--- src/rtl/ssfc_pkg.sv ---
// Shared types, codes and reset constants for the seek, sweep and fire controller.
package ssfc_pkg;

    // Event kinds carried on the input tuser.
    typedef enum logic [1:0] {
        OP_SENSE = 2'd0,
        OP_SLOW  = 2'd1,
        OP_PWM   = 2'd2,
        OP_NONE  = 2'd3
    } t_opcode;

    // Configuration register indexes.
    localparam logic [2:0] CFG_QUARTER_TURN = 3'd0;
    localparam logic [2:0] CFG_HALF_TURN    = 3'd1;
    localparam logic [2:0] CFG_FIRE_HOLD    = 3'd2;
    localparam logic [2:0] CFG_COOLDOWN     = 3'd3;
    localparam logic [2:0] CFG_PULSE_SHORT  = 3'd4;
    localparam logic [2:0] CFG_PULSE_LONG   = 3'd5;
    localparam logic [2:0] CFG_FRAME_LAST   = 3'd6;

    localparam logic [4:0] QUARTER_TURN_RESET = 5'd8;
    localparam logic [4:0] HALF_TURN_RESET    = 5'd16;
    localparam logic [4:0] FIRE_HOLD_RESET    = 5'd5;
    localparam logic [4:0] COOLDOWN_RESET     = 5'd10;
    localparam logic [5:0] PULSE_SHORT_RESET  = 6'd1;
    localparam logic [5:0] PULSE_LONG_RESET   = 6'd5;
    localparam logic [5:0] FRAME_LAST_RESET   = 6'd40;

    // System modes.
    localparam logic [1:0] MODE_INIT    = 2'd0;
    localparam logic [1:0] MODE_MANUAL  = 2'd1;
    localparam logic [1:0] MODE_SEARCH  = 2'd2;
    localparam logic [1:0] MODE_ENGAGED = 2'd3;

    // Motor commands.
    localparam logic [1:0] MOT_STOP  = 2'd0;
    localparam logic [1:0] MOT_FWD   = 2'd1;
    localparam logic [1:0] MOT_LEFT  = 2'd2;
    localparam logic [1:0] MOT_RIGHT = 2'd3;

    typedef struct packed {
        logic [4:0] quarter_turn_ticks;
        logic [4:0] half_turn_ticks;
        logic [4:0] fire_hold_ticks;
        logic [4:0] cooldown_ticks;
        logic [5:0] pulse_short_slots;
        logic [5:0] pulse_long_slots;
        logic [5:0] frame_last_slot;
    } t_cfg;

    typedef struct packed {
        logic target_right;
        logic target_center;
        logic target_left;
        logic manual_fire;
        logic auto_mode;
    } t_sense;

    function automatic logic [2:0] colour_of(input logic [1:0] mode);
        logic [2:0] c;
        unique case (mode)
            MODE_MANUAL:  c = 3'd2;
            MODE_SEARCH:  c = 3'd3;
            MODE_ENGAGED: c = 3'd4;
            default:      c = 3'd6;
        endcase
        return c;
    endfunction

endpackage

--- src/rtl/seek_sweep_and_fire_controller_core.sv ---
// Top level of the seek, sweep and fire controller: ports, registers, pipeline.
//
//  Channel  | Direction | Handshake                   | Payload
//  ---------+-----------+-----------------------------+------------------------------------
//  s_axis   | in        | s_axis_tvalid/s_axis_tready | tdata: sense flags, tuser: opcode
//  m_axis   | out       | m_axis_tvalid/m_axis_tready | tdata: motor, colour, servos, mode
//  cfg      | in        | i_cfg_we                    | i_cfg_addr, i_cfg_data
//
// Every item yields exactly one result item, showing the controller state after it.
// An accepted item waits in the input register and is folded into the state once the
// result register is free or being emptied, which loads the result register; one item per
// cycle is sustained while the output is not stalled. While a result waits, the input
// register takes one more item and then stalls the input; a stalled output holds both
// stages.
// Reset is synchronous and active low and restores every configuration register and
// all controller state to its power-on value.
module seek_sweep_and_fire_controller_core import ssfc_pkg::*; (
    input  logic        i_clk,
    input  logic        i_rst_n,

    input  logic        s_axis_tvalid,
    output logic        s_axis_tready,
    // [0] auto_mode, [1] manual_fire, [2] target_left, [3] target_center,
    // [4] target_right, [7:5] zero
    input  logic [7:0]  s_axis_tdata,
    // [1:0] opcode
    input  logic [1:0]  s_axis_tuser,

    output logic        m_axis_tvalid,
    input  logic        m_axis_tready,
    // [1:0] motor_command, [4:2] status_colour, [5] servo_a_level,
    // [6] servo_b_level, [8:7] system_mode, [15:9] zero
    output logic [15:0] m_axis_tdata,

    input  logic        i_cfg_we,
    input  logic [2:0]  i_cfg_addr,
    input  logic [5:0]  i_cfg_data
);

    t_cfg       r_cfg;

    logic       r_in_valid;
    t_opcode    r_in_op;
    t_sense     r_in_sense;

    logic        r_out_valid;
    logic [15:0] r_out_data;

    logic       step;
    logic [1:0] drive_next;
    logic [1:0] mode_next;
    logic [5:0] pulse_width;
    logic [1:0] levels_next;

    // Configuration writes land directly; writes beyond the list are dropped.
    always_ff @(posedge i_clk) begin
        if (!i_rst_n) begin
            r_cfg.quarter_turn_ticks <= QUARTER_TURN_RESET;
            r_cfg.half_turn_ticks    <= HALF_TURN_RESET;
            r_cfg.fire_hold_ticks    <= FIRE_HOLD_RESET;
            r_cfg.cooldown_ticks     <= COOLDOWN_RESET;
            r_cfg.pulse_short_slots  <= PULSE_SHORT_RESET;
            r_cfg.pulse_long_slots   <= PULSE_LONG_RESET;
            r_cfg.frame_last_slot    <= FRAME_LAST_RESET;
        end else if (i_cfg_we) begin
            unique case (i_cfg_addr)
                CFG_QUARTER_TURN: r_cfg.quarter_turn_ticks <= i_cfg_data[4:0];
                CFG_HALF_TURN:    r_cfg.half_turn_ticks    <= i_cfg_data[4:0];
                CFG_FIRE_HOLD:    r_cfg.fire_hold_ticks    <= i_cfg_data[4:0];
                CFG_COOLDOWN:     r_cfg.cooldown_ticks     <= i_cfg_data[4:0];
                CFG_PULSE_SHORT:  r_cfg.pulse_short_slots  <= i_cfg_data;
                CFG_PULSE_LONG:   r_cfg.pulse_long_slots   <= i_cfg_data;
                CFG_FRAME_LAST:   r_cfg.frame_last_slot    <= i_cfg_data;
                default: ;
            endcase
        end
    end

    // The buffered item is processed when the result register is free or being emptied.
    assign step          = r_in_valid && (!r_out_valid || m_axis_tready);
    assign s_axis_tready = !r_in_valid || step;

    always_ff @(posedge i_clk) begin
        if (!i_rst_n) begin
            r_in_valid <= 1'b0;
        end else if (s_axis_tready) begin
            r_in_valid <= s_axis_tvalid;
        end
    end

    always_ff @(posedge i_clk) begin
        if (s_axis_tready && s_axis_tvalid) begin
            r_in_op    <= t_opcode'(s_axis_tuser);
            r_in_sense <= t_sense'(s_axis_tdata[4:0]);
        end
    end

    ssfc_ctrl u_ctrl (
        .i_clk         (i_clk),
        .i_rst_n       (i_rst_n),
        .i_step        (step),
        .i_opcode      (r_in_op),
        .i_sense       (r_in_sense),
        .i_cfg         (r_cfg),
        .o_drive_next  (drive_next),
        .o_mode_next   (mode_next),
        .o_pulse_width (pulse_width)
    );

    ssfc_pwm u_pwm (
        .i_clk         (i_clk),
        .i_rst_n       (i_rst_n),
        .i_step        (step),
        .i_opcode      (r_in_op),
        .i_cfg         (r_cfg),
        .i_pulse_width (pulse_width),
        .o_levels_next (levels_next)
    );

    // The result register holds until taken; it reloads on every processed item.
    always_ff @(posedge i_clk) begin
        if (!i_rst_n) begin
            r_out_valid <= 1'b0;
        end else if (step) begin
            r_out_valid <= 1'b1;
        end else if (m_axis_tready) begin
            r_out_valid <= 1'b0;
        end
    end

    always_ff @(posedge i_clk) begin
        if (step) begin
            r_out_data <= {7'd0, mode_next, levels_next[1], levels_next[0],
                           colour_of(mode_next), drive_next};
        end
    end

    assign m_axis_tvalid = r_out_valid;
    assign m_axis_tdata  = r_out_data;

endmodule

--- src/rtl/ssfc_ctrl.sv ---
// Mode, drive, sweep and fire sequencing state for the controller.
module ssfc_ctrl import ssfc_pkg::*; (
    input  logic       i_clk,
    input  logic       i_rst_n,
    input  logic       i_step,
    input  t_opcode    i_opcode,
    input  t_sense     i_sense,
    input  t_cfg       i_cfg,
    output logic [1:0] o_drive_next,
    output logic [1:0] o_mode_next,
    output logic [5:0] o_pulse_width
);

    typedef enum logic [4:0] {
        SW_STANDBY  = 5'b00001,
        SW_LEFT90   = 5'b00010,
        SW_RIGHT90  = 5'b00100,
        SW_LEFT180  = 5'b01000,
        SW_RIGHT180 = 5'b10000
    } t_sweep;

    typedef enum logic [2:0] {
        FS_STANDBY = 3'b001,
        FS_PULLED  = 3'b010,
        FS_COOL    = 3'b100
    } t_fire;

    t_sweep     r_sweep, n_sweep;
    t_fire      r_fire, n_fire;
    logic [4:0] r_sweep_count, n_sweep_count;
    logic [4:0] r_fire_count, n_fire_count;
    logic       r_last_right, n_last_right;
    logic       r_armed, n_armed;
    logic       r_auto_fire, n_auto_fire;
    logic [5:0] r_pulse_width, n_pulse_width;
    logic [1:0] r_drive, n_drive;
    logic [1:0] r_mode, n_mode;

    logic [4:0] sweep_limit;
    t_sweep     sweep_after;

    always_comb begin
        unique case (r_sweep)
            SW_LEFT90: begin
                sweep_limit = i_cfg.quarter_turn_ticks;
                sweep_after = SW_RIGHT180;
            end
            SW_RIGHT90: begin
                sweep_limit = i_cfg.quarter_turn_ticks;
                sweep_after = SW_LEFT180;
            end
            SW_LEFT180: begin
                sweep_limit = i_cfg.half_turn_ticks;
                sweep_after = SW_RIGHT180;
            end
            default: begin
                sweep_limit = i_cfg.half_turn_ticks;
                sweep_after = SW_LEFT180;
            end
        endcase
    end

    always_comb begin
        n_sweep       = r_sweep;
        n_fire        = r_fire;
        n_sweep_count = r_sweep_count;
        n_fire_count  = r_fire_count;
        n_last_right  = r_last_right;
        n_armed       = r_armed;
        n_auto_fire   = r_auto_fire;
        n_pulse_width = r_pulse_width;
        n_drive       = r_drive;
        n_mode        = r_mode;

        case (i_opcode)
            OP_SENSE: begin
                if (i_sense.auto_mode) begin
                    if (i_sense.target_center) begin
                        n_mode        = MODE_ENGAGED;
                        n_drive       = MOT_FWD;
                        n_sweep       = SW_STANDBY;
                        n_sweep_count = '0;
                    end else begin
                        n_mode = MODE_SEARCH;
                        if (i_sense.target_left) begin
                            n_drive      = MOT_RIGHT;
                            n_sweep      = SW_STANDBY;
                            n_last_right = 1'b0;
                            n_armed      = 1'b0;
                        end else if (i_sense.target_right) begin
                            n_drive      = MOT_LEFT;
                            n_sweep      = SW_STANDBY;
                            n_last_right = 1'b1;
                            n_armed      = 1'b0;
                        end else begin
                            unique case (r_sweep)
                                SW_STANDBY: begin
                                    n_sweep       = r_last_right ? SW_RIGHT90 : SW_LEFT90;
                                    n_sweep_count = '0;
                                end
                                SW_LEFT90, SW_LEFT180: begin
                                    n_drive = MOT_LEFT;
                                    n_armed = 1'b1;
                                end
                                SW_RIGHT90, SW_RIGHT180: begin
                                    n_drive = MOT_RIGHT;
                                    n_armed = 1'b1;
                                end
                                default: n_sweep = SW_STANDBY;
                            endcase
                        end
                    end
                end else begin
                    n_mode  = MODE_MANUAL;
                    n_sweep = SW_STANDBY;
                end

                if (n_mode == MODE_SEARCH) begin
                    n_auto_fire = 1'b0;
                end else if (n_mode == MODE_ENGAGED) begin
                    n_auto_fire = 1'b1;
                end

                unique case (r_fire)
                    FS_STANDBY: begin
                        if ((i_sense.auto_mode && n_auto_fire) ||
                            (!i_sense.auto_mode && i_sense.manual_fire)) begin
                            n_fire       = FS_PULLED;
                            n_fire_count = '0;
                        end
                        n_pulse_width = i_cfg.pulse_short_slots;
                    end
                    FS_PULLED: begin
                        n_armed       = 1'b1;
                        n_pulse_width = i_cfg.pulse_long_slots;
                    end
                    default: begin
                        n_armed       = 1'b1;
                        n_pulse_width = i_cfg.pulse_short_slots;
                    end
                endcase
            end
            OP_SLOW: begin
                if (r_armed) begin
                    if (r_fire == FS_PULLED) begin
                        if (r_fire_count == i_cfg.fire_hold_ticks) begin
                            n_fire       = FS_COOL;
                            n_fire_count = '0;
                            n_armed      = 1'b0;
                        end else begin
                            n_fire_count = r_fire_count + 5'd1;
                        end
                    end else if (r_fire == FS_COOL) begin
                        if (r_fire_count == i_cfg.cooldown_ticks) begin
                            n_fire  = FS_STANDBY;
                            n_armed = 1'b0;
                        end else begin
                            n_fire_count = r_fire_count + 5'd1;
                        end
                    end
                    // Any turning sweep state counts toward its turn length.
                    if (r_sweep != SW_STANDBY) begin
                        if (r_sweep_count == sweep_limit) begin
                            n_sweep       = sweep_after;
                            n_sweep_count = '0;
                            n_armed       = 1'b0;
                        end else begin
                            n_sweep_count = r_sweep_count + 5'd1;
                        end
                    end
                end
            end
            default: ;
        endcase
    end

    always_ff @(posedge i_clk) begin
        if (!i_rst_n) begin
            r_sweep       <= SW_STANDBY;
            r_fire        <= FS_STANDBY;
            r_sweep_count <= '0;
            r_fire_count  <= '0;
            r_last_right  <= 1'b0;
            r_armed       <= 1'b0;
            r_auto_fire   <= 1'b0;
            r_pulse_width <= PULSE_SHORT_RESET;
            r_drive       <= MOT_STOP;
            r_mode        <= MODE_INIT;
        end else if (i_step) begin
            r_sweep       <= n_sweep;
            r_fire        <= n_fire;
            r_sweep_count <= n_sweep_count;
            r_fire_count  <= n_fire_count;
            r_last_right  <= n_last_right;
            r_armed       <= n_armed;
            r_auto_fire   <= n_auto_fire;
            r_pulse_width <= n_pulse_width;
            r_drive       <= n_drive;
            r_mode        <= n_mode;
        end
    end

    assign o_drive_next  = n_drive;
    assign o_mode_next   = n_mode;
    assign o_pulse_width = r_pulse_width;

endmodule

--- src/rtl/ssfc_pwm.sv ---
// Servo slot counter and the two complementary servo pulse levels.
module ssfc_pwm import ssfc_pkg::*; (
    input  logic       i_clk,
    input  logic       i_rst_n,
    input  logic       i_step,
    input  t_opcode    i_opcode,
    input  t_cfg       i_cfg,
    input  logic [5:0] i_pulse_width,
    output logic [1:0] o_levels_next
);

    logic [5:0] r_slot, n_slot;
    logic [1:0] r_levels, n_levels;
    logic       lvl_a, lvl_b;

    always_comb begin
        lvl_a = (r_slot < i_pulse_width);
        // The second servo runs the other width from the first.
        if (i_pulse_width == i_cfg.pulse_long_slots) begin
            lvl_b = (r_slot < i_cfg.pulse_short_slots);
        end else begin
            lvl_b = (r_slot < i_cfg.pulse_long_slots);
        end

        n_slot   = r_slot;
        n_levels = r_levels;
        if (i_opcode == OP_PWM) begin
            n_levels = {lvl_b, lvl_a};
            n_slot   = (r_slot == i_cfg.frame_last_slot) ? 6'd0 : r_slot + 6'd1;
        end
    end

    always_ff @(posedge i_clk) begin
        if (!i_rst_n) begin
            r_slot   <= '0;
            r_levels <= '0;
        end else if (i_step) begin
            r_slot   <= n_slot;
            r_levels <= n_levels;
        end
    end

    assign o_levels_next = n_levels;

endmodule
--- config.mk ---
export PLATFORM = sky130hd
export DESIGN_NAME = seek_sweep_and_fire_controller_core
export DESIGN_NICKNAME = d
export VERILOG_FILES = /design/src/rtl/ssfc_pkg.sv /design/src/rtl/seek_sweep_and_fire_controller_core.sv /design/src/rtl/ssfc_ctrl.sv /design/src/rtl/ssfc_pwm.sv
export SDC_FILE = /design/constraint.sdc
export NUM_CORES = 1
export LEC_CHECK = 0
export ABC_AREA = 1
export BUFFER_PORTS_ARGS = -buffer_cell sky130_fd_sc_hd__buf_4
export CAP_MARGIN = 10
export CORE_ASPECT_RATIO = 0.6
export CORE_MARGIN = 1
export CORE_UTILIZATION = 50
export CTS_BUF_LIST = sky130_fd_sc_hd__clkbuf_8
export DETAILED_ROUTE_END_ITERATION = 8
export PLACE_DENSITY = 0.69
export SYNTH_ARGS = -nofsm -noshare
export SYNTH_HDL_FRONTEND = slang
export SYNTH_SLANG_ARGS = --single-unit
--- constraint.sdc ---
create_clock -name i_clk -period 2.08 [get_ports i_clk]
set_input_delay 0 -clock i_clk [delete_from_list [all_inputs] [get_ports i_clk]]
set_output_delay 0 -clock i_clk [all_outputs]
set_load 0.05 [all_outputs]
==> impl_metrics.json <==
{
  "status": "completed",
  "p_int_mw": 2.73,
  "wl_um": 11500,
  "synth-compound-area-share_pct": 15.8,
  "drive_above_1_share_pct": 12.3,
  "final_max_slew_viol_count": 0,
  "cts_tree": "done",
  "hold_viol": 0,
  "r2r.worst_path.cells": 12,
  "drc": 0,
  "cts_root_buffer": "clkbuf_8",
  "critPathArrivalTime_ps": 2100,
  "fp-row-count": 27,
  "ir_drop_mv": 0.376,
  "firstDrtPassIters": 4,
  "syn_avg_cell_area_um2": 7.47,
  "mostFrequentLayoutCell": "nand2_1",
  "start_util_pct": 52.5,
  "n_fill_cell": 840,
  "grt_max_degree": 52,
  "whs_path_depth": 6,
  "mostFrequentLayoutCells": "100 x nand2_1, 95 x nor2_1, 93 x inv_1",
  "antenna_found_initial": 0,
  "timing.rr.start": "u_ctrl.r_sweep[1]$_SDFFE_PN0P_",
  "io_pins": 42,
  "place.gp.congestion": 0.828,
  "synth_edf_count": 16,
  "cp.required_ps": 2310,
  "vias_per_cell": 5.15,
  "core_um2": 9320,
  "dieWidth_um": 130,
  "power_mw": 3.71,
  "seq_power_share_pct": 52.8,
  "grt_use_total_pct": 23.9,
  "synth_cells": 655,
  "cap_violations": 0,
  "clk_latency_ps": 370,
  "clk_pin_slew_ps": 90,
  "grt_pass1_wl_um": 18700,
  "yosys.area.top_type_share_pct": 31.9,
  "skew_ps": 11.9,
  "timing.rr.end": "u_ctrl.r_sweep[0]$_SDFFE_PN1P_",
  "cts_setup_buffers": 0,
  "syn_area_um2": 4890,
  "drtAntennaViolNets": 0,
  "yosys.area.top_type": "dfxtp_1",
  "synthAdderAreaFrac_pct": 5.12,
  "synth_xor_area_share_pct": 3.22,
  "fin_util_pct": 60.5,
  "rsz0062_at_grt": "no",
  "min_to": "r_cfg[12]$_SDFFE_PN1P_",
  "hp-start": "i_cfg_addr[0]",
  "ys_ff_latch": 94,
  "cp-end-kind": "flop",
  "fp.dieArea_um2": 10200,
  "synth_area_leaders": "dfxtp_1 32%, edfxtp_1 9.8%, nand2_1 7.7%",
  "power_leakage_nw": 2.42,
  "fp.dieH_um": 78.6,
  "num_antenna_cells": 0,
  "whs_ps": 87.0,
  "fin_crit_ps": 1870,
  "fmax_mhz": 534,
  "initialDrtViolationCount": 311,
  "final_nets": 752,
  "hold_path_class": "in2reg",
  "io_buffers": 31,
  "grt.overflow.total": 0,
  "placed_cells": 811,
  "setup-violations-final": 0,
  "relSlewSlack_pct": 60.5,
  "p_sw_share_pct": 26.4,
  "yosys.area_share.simple_pct": 24.0,
  "cts_inserted_buffers": 9,
  "synth_warnings": 0,
  "vias": 4344,
  "synth_mux_area_share_pct": 0,
  "start_kind": "flop",
  "crit_path_max_fanout": 10,
  "clockBufferDepth": 2,
  "synth_flop_cell": "dfxtp_1",
  "fin_crit_sh_pct": 90.0,
  "fin_tns_setup_ps": 0,
  "area_delta_synth_final_pct": 15.4,
  "synth_top_family_by_area": "simple AND/OR/NAND/NOR gates",
  "wl_per_cell_um": 13.6,
  "p_clk_share_pct": 35.0,
  "cts-htree-levels": 3,
  "synth_cell_type_count": 37,
  "r2r_slack_ps": 210,
  "path_class": "reg2reg",
  "async_flop_share_pct": 0,
  "p_switching_mw": 0.978,
  "p_comb_share_pct": 12.2,
  "finalNonFillerCells": 843,
  "cellPowerDensity_nw_per_um2": 657,
  "worst-slew-pin-transition_ps": 589,
  "clock-sinks": 94,
  "synth-seq-area-share_pct": 41.7,
  "grt_pass1_vias": 3889,
  "dpl.hpwl_um": 8400
}
## timing repair
action                                  CTS  global route
resized for setup                         0             2
hold endpoints to repair                 36             0
hold buffers                             16             0
endpoints found under the setup margin    0             5
## how the worst max path moves through the flow
| stage | from | slack [ps] | cells after the start | end |
|---|---|---|---|---|
| after CTS | u_ctrl.r_sweep[1]$_SDFFE_PN0P_ | 200 | 12 | u_ctrl.r_sweep[3]$_SDFFE_PN0P_ |
| after floorplan | m_axis_tvalid$_SDFFE_PN0P_ | 270 | 3 | r_in_op[0]$_DFFE_PP_ |
| after global routing | u_ctrl.r_sweep[2]$_SDFFE_PN0P_ | 40 | 13 | u_ctrl.r_sweep[3]$_SDFFE_PN0P_ |
| final | u_ctrl.r_sweep[1]$_SDFFE_PN0P_ | 210 | 12 | u_ctrl.r_sweep[0]$_SDFFE_PN1P_ |
| after detailed placement | u_ctrl.r_sweep[1]$_SDFFE_PN0P_ | 220 | 12 | u_ctrl.r_sweep[3]$_SDFFE_PN0P_ |
| after global placement | u_ctrl.r_sweep[1]$_SDFFE_PN0P_ | 280 | 12 | u_ctrl.r_sweep[0]$_SDFFE_PN1P_ |
## critical path, cell delays in order, from the launching register on
cell,delay [ps]
dfxtp_1,370
nor2_2,200
nand3_4,190
nand2_4,160
nand2_1,70
nand3_1,60
nand2_1,50
inv_1,50
nand2_1,70
o21bai_2,250
nand2_2,130
nand2_1,80
nand3_1,60
## logic make-up after synthesis
family / Yosys count
other: 1
AO/OA/AOI/OAI: 130
AND/OR/NAND/NOR: 269
XOR/XNOR: 18
buffers and inverters: 123
adder cells (fa/ha/maj): 20
flip-flops: 94
## power by group through the flow
stage | registers, mW | logic [mW] | clock network (mW)
2_1_floorplan | 2.02 | 0.272 | 0
3_3_place_gp | 2.00 | 0.412 | 0
3_5_place_dp | 2.00 | 0.423 | 0
4_1_cts | 1.96 | 0.449 | 1.33
5_1_grt | 1.97 | 0.503 | 1.40
6_report | 1.96 | 0.452 | 1.30
## state kept, by name, indices dropped and copies added (netlist names)
name and count:
u_pwm.r_levels 2, u_ctrl.r_fire 3, u_pwm.r_slot 6, m_axis_tvalid 1, u_ctrl.r_sweep_count 5, r_in_sense 5, m_axis_tdata 9, r_in_valid 1
r_in_op 2, r_cfg 38, u_ctrl.r_sweep 5, u_ctrl.o_pulse_width 6, u_ctrl.r_armed 1, u_ctrl.r_drive 2, u_ctrl.r_mode 2, u_ctrl.r_last_right 1
u_ctrl.r_fire_count 5
## synthesized netlist by cell type (all sizes together), types with 2 or more instances
cell type and n:
a211oi 13, xnor2 8, nor4 4, nand4 4, dfxtp 78, nor2 103, nand2 107, nand3 42
a21oi 47, clkinv 3, nor3 6, ha 20, o2111ai 3, nand3b 2, o211ai 12, buf 8
a21boi 2, xor2 10, inv 104, clkbuf 8, o21ai 50, edfxtp 16
## through the flow
stage	instance area, um2	setup WS [ps]
6_report	5650	208
5_1_grt	5650	38.4
4_1_cts	5640	204
3_5_place_dp	5260	224
3_3_place_gp	5260	280
2_1_floorplan	4910	270
## final cells by class
cell class,instances,area (um2),share of cell area (%)
clock inverter,4,51.3,0.909
tap,130,163,2.88
multi-input combinational,444,2390,42.4
clock buffer,12,165,2.93
timing repair buffer,52,430,7.62
sequential,94,2040,36.2
inverter,107,402,7.11
## layer usage
layer	GRT usage [%]	part of all wire (%)	up-vias
met4	5.58	0.86	0
met5	0	0	-
li1	-	-	2232
met3	5.39	6.1	13
met2	34.7	40	136
met1	35.5	53	1963
Power figures use the tool's default switching activity.
